<file path="src/rtl/core/swfd_pkg.sv">
// Shared constants and the result and status types of the sync-word frame deframer.
`default_nettype none

package swfd_pkg;

  // Frame geometry.
  localparam int unsigned FrameLen   = 14;
  localparam int unsigned OffsetBits = 4;

  localparam logic [OffsetBits-1:0] LAST_OFFSET = 4'd13;
  localparam logic [OffsetBits-1:0] FIRST_OFFSET = 4'd0;

  // Sync word A0 B8 21 0A and trailer 59 A6.
  localparam logic [23:0] SYNC_PREFIX = 24'hA0B821;
  localparam logic [7:0]  SYNC_LAST   = 8'h0A;
  localparam logic [7:0]  TRAIL_FIRST = 8'h59;
  localparam logic [7:0]  TRAIL_LAST  = 8'hA6;

  // Decoded fields of one accepted frame.
  typedef struct packed {
    logic signed [31:0] motor_one_position;
    logic signed [15:0] motor_one_current;
    logic signed [15:0] motor_two_position;
    logic signed [15:0] motor_three_position;
  } swfd_result_t;

  // Status from the frame tracker to the top level.
  typedef struct packed {
    logic at_last;
    logic res_valid;
  } swfd_status_t;

endpackage

`default_nettype wire

</file>
<file path="src/rtl/core/swfd_tracker.sv">
// Frame tracker: sync search, frame store, trailer check and field decode.
`default_nettype none

module swfd_tracker (
  input  wire logic                  clk,
  input  wire logic                  rst,
  input  wire logic                  step,
  input  wire logic [7:0]            byte_in,
  output swfd_pkg::swfd_status_t     status,
  output swfd_pkg::swfd_result_t     result
);
  import swfd_pkg::*;

  logic [23:0]           recent_bytes;
  logic                  in_frame;
  logic [OffsetBits-1:0] frame_offset;
  logic [7:0]            frame_store [FrameLen];

  logic                  sync_hit;
  logic                  eff_in_frame;
  logic [OffsetBits-1:0] eff_offset;
  logic                  last_beat;

  // A full sync word restarts the frame with the current byte at offset zero.
  always_comb begin
    sync_hit     = (recent_bytes == SYNC_PREFIX) && (byte_in == SYNC_LAST);
    eff_in_frame = sync_hit || in_frame;
    if (sync_hit) begin
      eff_offset = FIRST_OFFSET;
    end else if (frame_offset > LAST_OFFSET) begin
      eff_offset = LAST_OFFSET;
    end else begin
      eff_offset = frame_offset;
    end
    last_beat = eff_in_frame && (eff_offset == LAST_OFFSET);
  end

  // Offset thirteen is the current byte; offset twelve is already stored.
  assign status.at_last   = in_frame && (frame_offset == LAST_OFFSET);
  assign status.res_valid = step && last_beat && (frame_store[12] == TRAIL_FIRST) &&
                            (byte_in == TRAIL_LAST);

  // Big-endian fields from the stored bytes.
  assign result.motor_one_position   = {frame_store[2], frame_store[3],
                                        frame_store[4], frame_store[5]};
  assign result.motor_one_current    = {frame_store[6], frame_store[7]};
  assign result.motor_two_position   = {frame_store[8], frame_store[9]};
  assign result.motor_three_position = {frame_store[10], frame_store[11]};

  // Control state.
  always_ff @(posedge clk) begin
    if (rst) begin
      recent_bytes <= '0;
      in_frame     <= 1'b0;
      frame_offset <= FIRST_OFFSET;
    end else if (step) begin
      recent_bytes <= {recent_bytes[15:0], byte_in};
      if (eff_in_frame) begin
        if (last_beat) begin
          in_frame     <= 1'b0;
          frame_offset <= FIRST_OFFSET;
        end else begin
          in_frame     <= 1'b1;
          frame_offset <= eff_offset + 1'b1;
        end
      end
    end
  end

  // Frame store; the entries need no reset.
  always_ff @(posedge clk) begin
    if (step && eff_in_frame) begin
      frame_store[eff_offset] <= byte_in;
    end
  end

`ifndef SYNTHESIS
  // The offset never runs past the last frame byte.
  assert property (@(posedge clk) disable iff (rst) frame_offset <= LAST_OFFSET)
    else $error("frame offset out of range");

  // Outside a frame the offset rests at zero.
  assert property (@(posedge clk) disable iff (rst) !in_frame |-> frame_offset == FIRST_OFFSET)
    else $error("offset not cleared outside a frame");

  // After a good frame the tracker leaves the frame.
  assert property (@(posedge clk) disable iff (rst) status.res_valid |=> !in_frame)
    else $error("still in frame after a result");
`endif

endmodule

`default_nettype wire

</file>
<file path="src/rtl/core/sync_word_frame_deframer_top.sv">
// Top level of the sync-word frame deframer: input register, tracker and result register.
//
// Usage:
//   Input channel: rx_byte with in_valid / in_ready; one received byte per beat.
//   Output channel: motor_one_position, motor_one_current, motor_two_position and
//   motor_three_position with out_valid / out_ready; one beat per frame that has
//   the sync word A0 B8 21 0A and the trailer 59 A6.
//   A byte beat lands in the input register; when it moves on, it runs through
//   the tracker, and a good frame's last byte loads the decoded frame into the
//   result register, which drives the output.
//   Unstalled throughput is one byte per cycle, set by one tracker update per edge.
//   When the receiver stalls, bytes keep flowing until a byte at the last frame
//   offset would need the still-occupied result register; only then in_ready
//   drops, until out_ready takes the waiting result.
//   Reset (rst, synchronous) empties both registers and drops any partial frame.
`default_nettype none

module sync_word_frame_deframer_top (
  input  wire logic               clk,
  input  wire logic               rst,
  input  wire logic               in_valid,
  output logic                    in_ready,
  input  wire logic [7:0]         rx_byte,
  output logic                    out_valid,
  input  wire logic               out_ready,
  output logic signed [31:0]      motor_one_position,
  output logic signed [15:0]      motor_one_current,
  output logic signed [15:0]      motor_two_position,
  output logic signed [15:0]      motor_three_position
);
  import swfd_pkg::*;

  logic         s1_valid;
  logic [7:0]   s1_byte;
  logic         s1_advance;
  logic         step;
  swfd_status_t status;
  swfd_result_t result;

  // The held byte moves on unless it ends a frame while the result register is full.
  assign s1_advance = !(out_valid && !out_ready && status.at_last);
  assign step       = s1_valid && s1_advance;
  assign in_ready   = !s1_valid || s1_advance;

  // Input register.
  always_ff @(posedge clk) begin
    if (rst) begin
      s1_valid <= 1'b0;
    end else if (in_ready) begin
      s1_valid <= in_valid;
    end
  end

  always_ff @(posedge clk) begin
    if (in_ready && in_valid) begin
      s1_byte <= rx_byte;
    end
  end

  swfd_tracker u_tracker (
    .clk     (clk),
    .rst     (rst),
    .step    (step),
    .byte_in (s1_byte),
    .status  (status),
    .result  (result)
  );

  // Result register.
  always_ff @(posedge clk) begin
    if (rst) begin
      out_valid <= 1'b0;
    end else if (status.res_valid) begin
      out_valid <= 1'b1;
    end else if (out_ready) begin
      out_valid <= 1'b0;
    end
  end

  always_ff @(posedge clk) begin
    if (status.res_valid) begin
      motor_one_position   <= result.motor_one_position;
      motor_one_current    <= result.motor_one_current;
      motor_two_position   <= result.motor_two_position;
      motor_three_position <= result.motor_three_position;
    end
  end

`ifndef SYNTHESIS
  // A new result never overwrites one still waiting.
  assert property (@(posedge clk) disable iff (rst)
    status.res_valid |-> !(out_valid && !out_ready))
    else $error("result register overwritten");

  // The held byte only waits behind a stalled result.
  assert property (@(posedge clk) disable iff (rst)
    (s1_valid && !s1_advance) |-> (out_valid && !out_ready))
    else $error("input stalled without cause");

  // A byte that produces a result has gone through the input register.
  assert property (@(posedge clk) disable iff (rst) status.res_valid |-> s1_valid)
    else $error("result without an input byte");
`endif

endmodule

`default_nettype wire
</file>
<file path="config.mk">
export PLATFORM = sky130hd
export DESIGN_NAME = sync_word_frame_deframer_top
export DESIGN_NICKNAME = d
export VERILOG_FILES = /design/src/rtl/core/swfd_pkg.sv /design/src/rtl/core/swfd_tracker.sv /design/src/rtl/core/sync_word_frame_deframer_top.sv
export SDC_FILE = /design/constraint.sdc
export NUM_CORES = 1
export LEC_CHECK = 0
export ABC_CLOCK_PERIOD_IN_PS = 11900
export BUFFER_PORTS_ARGS = -buffer_cell sky130_fd_sc_hd__buf_2
export CAP_MARGIN = 20
export CORE_ASPECT_RATIO = 1.25
export CORE_UTILIZATION = 54
export DETAILED_ROUTE_END_ITERATION = 6
export PLACE_DENSITY = 0.8
export SLEW_MARGIN = 25
export SYNTH_ARGS = -nofsm -noshare
export SYNTH_HDL_FRONTEND = slang
export SYNTH_HIERARCHICAL = 1
export SYNTH_SLANG_ARGS = --single-unit
</file>
<file path="constraint.sdc">
create_clock -name clk -period 11.9 [get_ports clk]
set_input_delay 0.595 -clock clk [delete_from_list [all_inputs] [get_ports clk]]
set_output_delay 0.595 -clock clk [all_outputs]
set_load 0.02 [all_outputs]
</file>
After elaboration in Yosys (flattened, before gate mapping)

Memories as Yosys holds them, arrays and structs flattened. A register that Yosys moved wholly into a read port is not among the register bits.
Index checks and enable logic that the tools add are counted.
W data, S select, Z words.

Reduce and logical (&&, ||, !) cells: 18
Order comparisons: 1
Add/subtract/negate cells: 1
Multiplexer cells: 8
Equality and inequality tests: 6

Operators by type and width:

| operator               | number |
|---|---|
| $eq A24 B24 Y1 const B | 1 |
| $mux W4                | 3 |
| $logic_and A1 B1 Y1    | 11 |
| $eq A4 B4 Y1 const B   | 2 |
| $eq A8 B4 Y1 const B   | 1 |
| $eq A8 B7 Y1 const B   | 1 |
| $eq A8 B8 Y1 const B   | 1 |
| $mux W1                | 5 |
| $add A4 B1 Y4 const B  | 1 |
| $gt A4 B4 Y1 const B   | 1 |
| $logic_not A1 Y1       | 3 |
| $logic_or A1 B1 Y1     | 2 |
| $reduce_and A2 Y1      | 1 |
| $reduce_bool A2 Y1     | 1 |

Memory bits (writable): 112
Flip-flop bits (word level): 39
Input bits: 12
Memories: 1
Word-level logic and storage cells: 41
Output and inout bits: 82

Memories:

| name                  | words | width | rd ports | clocked after Yosys merged registers in | wr ports | line               | source |
|---|---|---|---|---|---|---|---|
| u_tracker.frame_store | 14    | 8     | 11       | 10                                      | 1        | swfd_tracker.sv:17 | `logic [7:0] frame_store [FrameLen];` |

Depth between registers and ports, before layout

Gate-level depths: netlist of run 1.

Depth in word-level cells: 9
Mapped depth: 11
Depth with buffers taken out: 9

Modules after synthesis

Netlist of run 1, hierarchy kept.

Modules (own cells, without submodules):

| module                       | area each (µm²) | sequential area each (µm²) | cells each | times used |
|---|---|---|---|---|
| swfd_tracker                 | 4169.0          | 3223.1                     | 251        | 1 |
| sync_word_frame_deframer_top | 2752.6          | 2682.6                     | 97         | 1 |

Least setup slack after synthesis of run 1

No wires, ideal clock.

Path kind: register -> register
Start point: register s1_byte[3]
End point: register out_valid
Arrival: 10143 ps
Setup time: 92 ps
Stages on the path, launching flop included: 12
Clock period less this slack: 10235 ps
Path slack: 1665 ps
Buffers on the path: 2
Data required time: 11808 ps
Cell sequence: edfxtp_1 nor4b_1 and4_4 and2_4 buf_6 buf_12 nor2_1 ha_1 and3_1 nand3_1 nor4_1 o21ba_1

RTL lines:

| element                | line                               | source |
|---|---|---|
| from (decl)            | sync_word_frame_deframer_top.sv:34 | `logic [7:0] s1_byte;` |
| from (signal assigned) | sync_word_frame_deframer_top.sv:56 | `s1_byte <= rx_byte;` |
| to (signal assigned)   | sync_word_frame_deframer_top.sv:72 | `out_valid <= 1'b0;` |
| to (signal assigned)   | sync_word_frame_deframer_top.sv:74 | `out_valid <= 1'b1;` |
| to (signal assigned)   | sync_word_frame_deframer_top.sv:76 | `out_valid <= 1'b0;` |
| to (decl)              | sync_word_frame_deframer_top.sv:24 | `output logic out_valid,` |

==> results of run 1 <==
==> cell usage after synthesis <==
cell type,count,area (um2)
o31a_1,1,8.76
and4_4,2,22.5
inv_1,3,11.3
buf_1,1,3.75
a21oi_1,3,15.0
and2b_1,1,7.51
ha_1,4,50.1
o21ba_1,1,10.0
nand2_1,6,22.5
nor2b_1,1,6.26
buf_12,1,20.0
a41o_1,2,20.0
clkbuf_1,8,30.0
mux2i_1,24,240
nor4b_1,12,105
o41ai_1,1,8.76
nor4bb_1,4,40.0
nor4_1,1,6.26
a21oi_2,1,8.76
or2_2,1,6.26
o31ai_1,1,7.51
nor3b_1,3,22.5
o211a_1,3,30.0
nor4b_2,1,15.0
a21boi_1,1,7.51
edfxtp_1,176,5290
and3_1,3,18.8
mux2_2,1,11.3
nand2b_1,2,12.5
dfxtp_1,31,621
o21ai_0,2,10.0
nor2_1,26,97.6
buf_6,1,11.3
o22ai_1,1,6.26
buf_2,2,10.0
nand4_1,3,18.8
and2_4,2,17.5
nor3_1,3,15.0
nand3_1,5,25.0
nand4b_4,1,23.8
a31oi_1,2,12.5
==> report_power, final <==
part	total (mW)	switching, mW	internal [mW]
clock	0.577	0.238	0.339
sequential	0.800	0.0119	0.788
combinational	0.0140	0.00744	0.00652
total	1.39	0.257	1.13
==> per-stage QoR <==
stage	power (mW)	hold WS [ns]	worst slack, ns
2_1_floorplan	0.820	0.400	1.67
3_3_place_gp	0.829	0.402	8.49
3_5_place_dp	0.830	0.405	8.32
4_1_cts	1.40	0.276	8.25
5_1_grt	1.43	0.271	7.87
6_report	1.39	0.289	8.25
==> sequential cells by signal, indices dropped and copies added (netlist names) <==
register,cells
u_tracker/frame_store,88
motor_one_position,32
u_tracker/recent_bytes,24
motor_one_current,16
motor_three_position,16
motor_two_position,16
s1_byte,8
u_tracker/frame_offset,4
out_valid,1
s1_valid,1
u_tracker/in_frame,1
==> worst register-to-register path, delay by kind of cell, from the launching register on <==
| family | cells | cell delay [ns] |
|---|---|---|
| fa+ha+maj | 1 | 0.23 |
| simple gates | 7 | 1.63 |
| buf+inv | 1 | 0.67 |
| flops | 1 | 0.70 |
==> cell families (layout without fill, tap and decap cells) <==
logic type	after synthesis	in the layout	share of synthesized area
adder cells (fa/ha/maj)	4	4	0.00723
buffers and inverters	16	135	0.0125
AO/OA/AOI/OAI	19	19	0.0210
multiplexers	25	25	0.0363
flip-flops	207	207	0.853
AND/OR/NAND/NOR	77	77	0.0698
==> layer usage <==
| layer | part of all wire | track usage | wire length [um] | vias to the layer above |
|---|---|---|---|---|
| li1 | - | - | - | 1565 |
| met1 | 0.39 | 0.215 | 4410 | 1632 |
| met2 | 0.52 | 0.296 | 5950 | 125 |
| met3 | 0.068 | 0.0407 | 768 | 18 |
| met4 | 0.020 | 0.0721 | 231 | 0 |
| met5 | 0 | 0 | 0 | - |
==> worst paths after layout <==
path / from / end / cells past startpoint
hold / removal: rx_byte[1] / s1_byte[1] / 1
setup / recovery: s1_byte[1] / motor_one_position[19] / 9
setup reg to reg: s1_byte[1] / motor_one_position[19] / 9
hold reg to reg: u_tracker/frame_store[4][0] / motor_one_position[8] / 0
==> cell type report <==
class / count / area [um2] / area share
clock buffer: 22 / 487 / 0.0592
tap: 164 / 205 / 0.0250
timing repair buffer: 98 / 503 / 0.0612
sequential: 207 / 5910 / 0.719
inverter: 3 / 11.3 / 0.00137
multi-input combinational: 125 / 988 / 0.120
clock inverter: 12 / 118 / 0.0143
==> results by group, run 1 <==
Clock network
  • Clk slew on worst S/H paths: 0.06 ns
  • Clock Latency Late Sink: 0.48 ns
  • CTS Root Cell: clkbuf_16
  • TritonCTS buffer count: 19
  • Sink Count: 207
  • Cts repair resizes: 0
  • H-Tree Depth: 1
  • Clock Tree Buf Depth: 3
  • Setup bufs post-CTS: 0
  • CTS tree: done
  • Hold buffers post-CTS: 0

STA
  • Worst Tran Pin Value: 0.987 ns
  • RSZ-0062 raised after global routing: false
  • Clock Skews: 0.0147 ns
  • TNS Setup: 0 ns
  • Final hold violations: 0
  • Slew headroom: 0.340
  • Pins Over Slew Limit: 0
  • Final period demand of the worst path: 3.65 ns
  • Peak Freq: 274 MHz
  • Final setup violation count: 0
  • Final worst path period share: 0.307

Detailed routing
  • Initial DRC Count: 303
  • Routed Antenna Nets: 0
  • DR vias/cell: 5.29
  • Routed WL: 11400 um
  • TritonRoute pass-1 iters: 4
  • Drt wl/cell: 18.0 um
  • Drc violations: 0
  • Via count: 3340

Synthesis
  • Number of synthesized register bits: 207
  • Gate Count Post-Synth: 348
  • Mapped Nets: 364
  • Synth unique cells: 41
  • Post-Syn Area: 6920 um2
  • Syn_area_per_cell: 19.9 um2
  • Yosys warns: 6
  • Sequential fraction of the synthesis area: 0.853

Global routing
  • Vias in the first global route: 3216
  • Overall Global Routing Usage: 0.174
  • Global-route wire length before repair: 17100 um
  • Grt ovf: 0
  • Initial antenna violation count: 0
  • Largest net degree at the start of global routing: 66

Place
  • Hpwl dp: 6980 um
  • Post-placement cell area: 7610 um2
  • Gpl congestion: 0.833
  • Inst Count DP: 597
  • Number of port buffers: 93

Critical path
  • CP max-delay cell: edfxtp_1
  • Most frequent cell on the critical path: nand3_1
  • Max incr delay on CP: 0.70 ns
  • CP Max Fanout: 65
  • Worst path required time: 12.01 ns
  • Slack of the worst reg-to-reg path: 8.25 ns
  • WS Path Type: flip-flop to flip-flop
  • WP buf/inv: 1
  • Worst Path Arrival: 3.76 ns
  • CP Capture Type: flip-flop
  • CP delay by family, top: simple AND/OR/NAND/NOR gates
  • Worst-path cell chain: nor4b_2 -> and4_4 -> nand2_1 -> nand3_1 -> ha_1 -> and3_1 -> nand3_1 -> nor4_2 -> buf_4
  • Critical path launch point type: flip-flop

Floorplan
  • Die area: 13300 um2
  • Die Span Y: 129 um
  • Die Wd: 103 um
  • Core Area: 12300 um2
  • IO Pins: 94
  • Rows: 45
  • Initial Utilization: 0.561

Finish
  • Filler Cell Count: 773
  • Most common cell after layout, fill and taps aside: edfxtp_1
  • Commonest non-fill, non-tap cells in the layout: 176 x edfxtp_1, 93 x buf_2, 31 x dfxtp_1
  • Share of cells above drive strength 1: 0.310
  • Fin area: 8220 um2
  • Syn-to-layout area delta: 18.7%
  • Nets@finish: 470
  • Util after Layout: 0.666
  • Fin cells: 631
  • Diode count: 0

Pwr
  • Leak: 2.93 nW
  • Max IR drop VDD: 110 uV
  • Pwr Density: 169 nW/um2

Min path
  • Hold Path Class: input port to flip-flop

Status
  • Status: finished clean

Flow run
  • Maxcap violations: 0
(Power assumes the default switching activity.)
==> run 2: changes to the inputs <==
- ABC_AREA: unset -> 1
- ABC_CLOCK_PERIOD_IN_PS: 11900 -> 3600
- clock period: 11.9 -> 3.6 ns (I/O delays scaled with it)
==> run 2 against run 1 <==
Compared with the run above: via count increased by 9.0%; synthesized cell count increased by 18%; first-iteration DRC count is 35% lower; critical path type unchanged; largest cell class unchanged.
==> results by group, run 2 <==
Synthesis
  • Sequential fraction of the synthesis area: 0.856 (was 0.853)
  • Synth Flop Type: edfxtp_1 (unchanged)
  • Gate Count Post-Synth: 411 (was 348)
  • Count leader, synth: edfxtp_1 (unchanged)
  • Synth area leader: edfxtp_1 (unchanged)
  • Synth unique cells: 26 (was 41)
  • Most frequent cells after synthesis: 176 x edfxtp_1, 52 x nand2_1, 40 x nor2_1 (was 176 x edfxtp_1, 31 x dfxtp_1, 26 x nor2_1)
  • Post-Syn Area: 6900 um2 (was 6920 um2)
  • Mapped Nets: 427 (was 364)
  • Share of the synthesized area in the top cell type: 0.766 (was 0.764)
  • Syn_area_per_cell: 16.8 um2 (was 19.9 um2)
  • Share of async-settable or async-resettable flops after synthesis: 0 (unchanged)
  • Number of synthesized register bits: 207 (unchanged)
  • Largest cells by area after synthesis: edfxtp_1 77%, dfxtp_1 9.0%, nand2_1 2.8%, a211oi_1 2.2%, nor2_1 2.2% (was edfxtp_1 76%, dfxtp_1 9.0%, mux2i_1 3.5%, nor4b_1 1.5%, nor2_1 1.4%)
  • Yosys warns: 6 (unchanged)
  • Post-synth EDFFs: 176 (unchanged)

Detailed routing
  • Routed WL: 11900 um (was 11400 um)
  • TritonRoute pass-1 iters: 5 (was 4)
  • Drt wl/cell: 16.7 um (was 18.0 um)
  • Initial DRC Count: 197 (was 303)
  • Drc violations: 0 (unchanged)
  • DR vias/cell: 5.08 (was 5.29)
  • Via count: 3639 (was 3340)
  • Routed Antenna Nets: 0 (unchanged)

Finish
  • Filler Cell Count: 873 (was 773)
  • Commonest non-fill, non-tap cells in the layout: 176 x edfxtp_1, 93 x buf_2, 52 x nand2_1 (was 176 x edfxtp_1, 93 x buf_2, 31 x dfxtp_1)
  • Regs by FF count: u_tracker/frame_store: 88 flops, motor_one_position: 32 flops, u_tracker/recent_bytes: 24 flops (unchanged)
  • Diode count: 0 (unchanged)
  • Reg with most FFs: u_tracker/frame_store (unchanged)
  • Fin cells: 716 (was 631)
  • Syn-to-layout area delta: 21.2% (was 18.7%)
  • Fin area: 8360 um2 (was 8220 um2)
  • Nets@finish: 555 (was 470)
  • Max reg flops: 88 (unchanged)
  • Share of cells above drive strength 1: 0.275 (was 0.310)
  • Most common cell after layout, fill and taps aside: edfxtp_1 (unchanged)
  • Util after Layout: 0.681 (was 0.666)

Critical path
  • Slack of the worst reg-to-reg path: 0.59 ns (was 8.25 ns)
  • Worst path required time: 3.77 ns (was 12.01 ns)
  • WP buf/inv: 2 (was 1)
  • CP Capture Type: flip-flop (unchanged)
  • WS Path Type: flip-flop to flip-flop (unchanged)
  • R2R Path End: motor_one_position[13] (was motor_one_position[19])
  • Cell count of the worst reg-to-reg path: 11 (was 9)
  • Reg2reg start: s1_byte[0] (was s1_byte[1])
  • Most frequent cell on the critical path: nand2_1 (was nand3_1)
  • CP max-delay cell: edfxtp_1 (unchanged)
  • Max incr delay on CP: 0.62 ns (was 0.70 ns)
  • CP Max Fanout: 42 (was 65)
  • Critical path launch point type: flip-flop (unchanged)
  • CP delay by family, top: simple AND/OR/NAND/NOR gates (unchanged)
  • Worst Path Arrival: 3.18 ns (was 3.76 ns)
  • Worst-path cell chain: inv_1 -> nand2_1 -> nor2_1 -> nand2_1 -> nor2_2 -> nand2_4 -> nand2_1 -> ha_1 -> nand4_1 -> nor2_4 -> buf_12 (was nor4b_2 -> and4_4 -> nand2_1 -> nand3_1 -> ha_1 -> and3_1 -> nand3_1 -> nor4_2 -> buf_4)

Clock network
  • Clk slew on worst S/H paths: 0.06 ns (about the same)
  • CTS Root Cell: clkbuf_16 (unchanged)
  • Clock Tree Buf Depth: 3 (unchanged)
  • CTS tree: done (unchanged)
  • Clock Latency Late Sink: 0.49 ns (was 0.48 ns)
  • H-Tree Depth: 1 (unchanged)
  • TritonCTS buffer count: 19 (unchanged)
  • Sink Count: 207 (unchanged)
  • Cts repair resizes: 0 (unchanged)
  • Setup bufs post-CTS: 0 (unchanged)

Place
  • Post-placement cell area: 7670 um2 (was 7610 um2)
  • Number of port buffers: 93 (unchanged)
  • Inst Count DP: 673 (was 597)
  • Hpwl dp: 7390 um (was 6980 um)
  • Gpl congestion: 0.860 (was 0.833)

Pwr
  • Max IR drop VDD: 378 uV (was 110 uV)
  • Pwr Density: 555 nW/um2 (was 169 nW/um2)
  • Total power: 4.64 mW (was 1.39 mW)
  • Leak: 3.01 nW (was 2.93 nW)

Floorplan
  • IO Pins: 94 (unchanged)
  • Die Wd: 103 um (about the same)
  • Die area: 13200 um2 (was 13300 um2)
  • Initial Utilization: 0.562 (was 0.561)
  • Rows: 45 (unchanged)
  • Die Span Y: 128 um (was 129 um)
  • Core Area: 12300 um2 (about the same)

Min path
  • Hold path start: out_ready (was rx_byte[1])
  • Worst Hold Path EP: s1_valid (was s1_byte[1])
  • Hold Path Depth: 4 (was 1)
  • Hold Path Class: input port to flip-flop (unchanged)

STA
  • RSZ-0062 raised after global routing: false (unchanged)
  • Final period demand of the worst path: 3.01 ns (was 3.65 ns)
  • Final worst path period share: 0.836 (was 0.307)
  • Final hold violations: 0 (unchanged)
  • Clock Skews: 0.0161 ns (was 0.0147 ns)
  • Peak Freq: 332 MHz (was 274 MHz)
  • Worst Tran Pin Value: 0.711 ns (was 0.987 ns)
  • Slew headroom: 0.524 (was 0.340)
  • Pins Over Slew Limit: 0 (unchanged)
  • TNS Setup: 0 ns (unchanged)
  • Final setup violation count: 0 (unchanged)

Global routing
  • Largest net degree at the start of global routing: 43 (was 66)
  • Grt ovf: 0 (unchanged)
  • Overall Global Routing Usage: 0.189 (was 0.174)
  • Global-route wire length before repair: 18100 um (was 17100 um)
  • Initial antenna violation count: 0 (unchanged)
  • Vias in the first global route: 3569 (was 3216)

Flow run
  • Maxcap violations: 0 (unchanged)

Status
  • Status: finished clean (unchanged)
## run 2: what timing repair did
| item | 4_1_cts | 5_1_grt |
|---|---|---|
| hold endpoints to repair | 9 | 0 |
| hold buffers | 9 | 0 |
| setup endpoints to repair | 0 | 0 |
## run 2: worst max-delay path by stage
stage / cells past startpoint / slack [ns] / to / from
after floorplan: 10 / 0.38 / motor_one_current[0] / s1_byte[5]
after global placement: 11 / 0.76 / motor_one_position[10] / s1_byte[0]
after detailed placement: 11 / 0.63 / motor_three_position[5] / s1_byte[0]
after CTS: 11 / 0.59 / motor_one_position[13] / s1_byte[0]
after global routing: 11 / 0.39 / motor_one_position[10] / s1_byte[0]
final: 11 / 0.59 / motor_one_position[13] / s1_byte[0]
## run 2: final cells by class
class | count | area [um2] | share of cell area
clock buffer | 25 | 518 | 0.0619
clock inverter | 9 | 85.1 | 0.0102
inverter | 38 | 143 | 0.0171
multi-input combinational | 158 | 827 | 0.0989
sequential | 207 | 5910 | 0.706
tap | 164 | 205 | 0.0245
timing repair buffer | 115 | 678 | 0.0811
## run 2: cells by family after synthesis
kind of cell               Yosys count  share of synthesized area
DFF                                207                      0.856
and+or+nand+nor                    121                     0.0782
buffers and inverters               46                     0.0252
AOI/OAI and AO/OA                   33                     0.0334
adders and majority gates            4                    0.00725
## run 2: metal layers
layer	global-route usage	share of wire	wire length, um
met4	0.0862	0.027	328
met5	0	0	0
met3	0.0353	0.058	691
met2	0.329	0.52	6190
met1	0.225	0.40	4720
## run 2: metrics by stage
step / worst slack (ns) / hold slack (ns)
after global placement: 0.759 / 0.360
after global routing: 0.391 / 0.0873
after CTS: 0.592 / 0.0537
final: 0.589 / 0.0576
after floorplan: 0.383 / 0.242
after detailed placement: 0.627 / 0.359
## run 2: tightest hold or removal path, stage by stage
cell and delay [ns]:
buf_2 0.07, inv_1 0.09, nand4_2 0.11, a21oi_2 0.05
## run 2: power breakdown
group / total [mW] / switching [mW] / internal, mW
logic: 0.110 / 0.0732 / 0.0366
clock network: 1.90 / 0.801 / 1.10
registers: 2.63 / 0.0201 / 2.61
total: 4.64 / 0.894 / 3.75
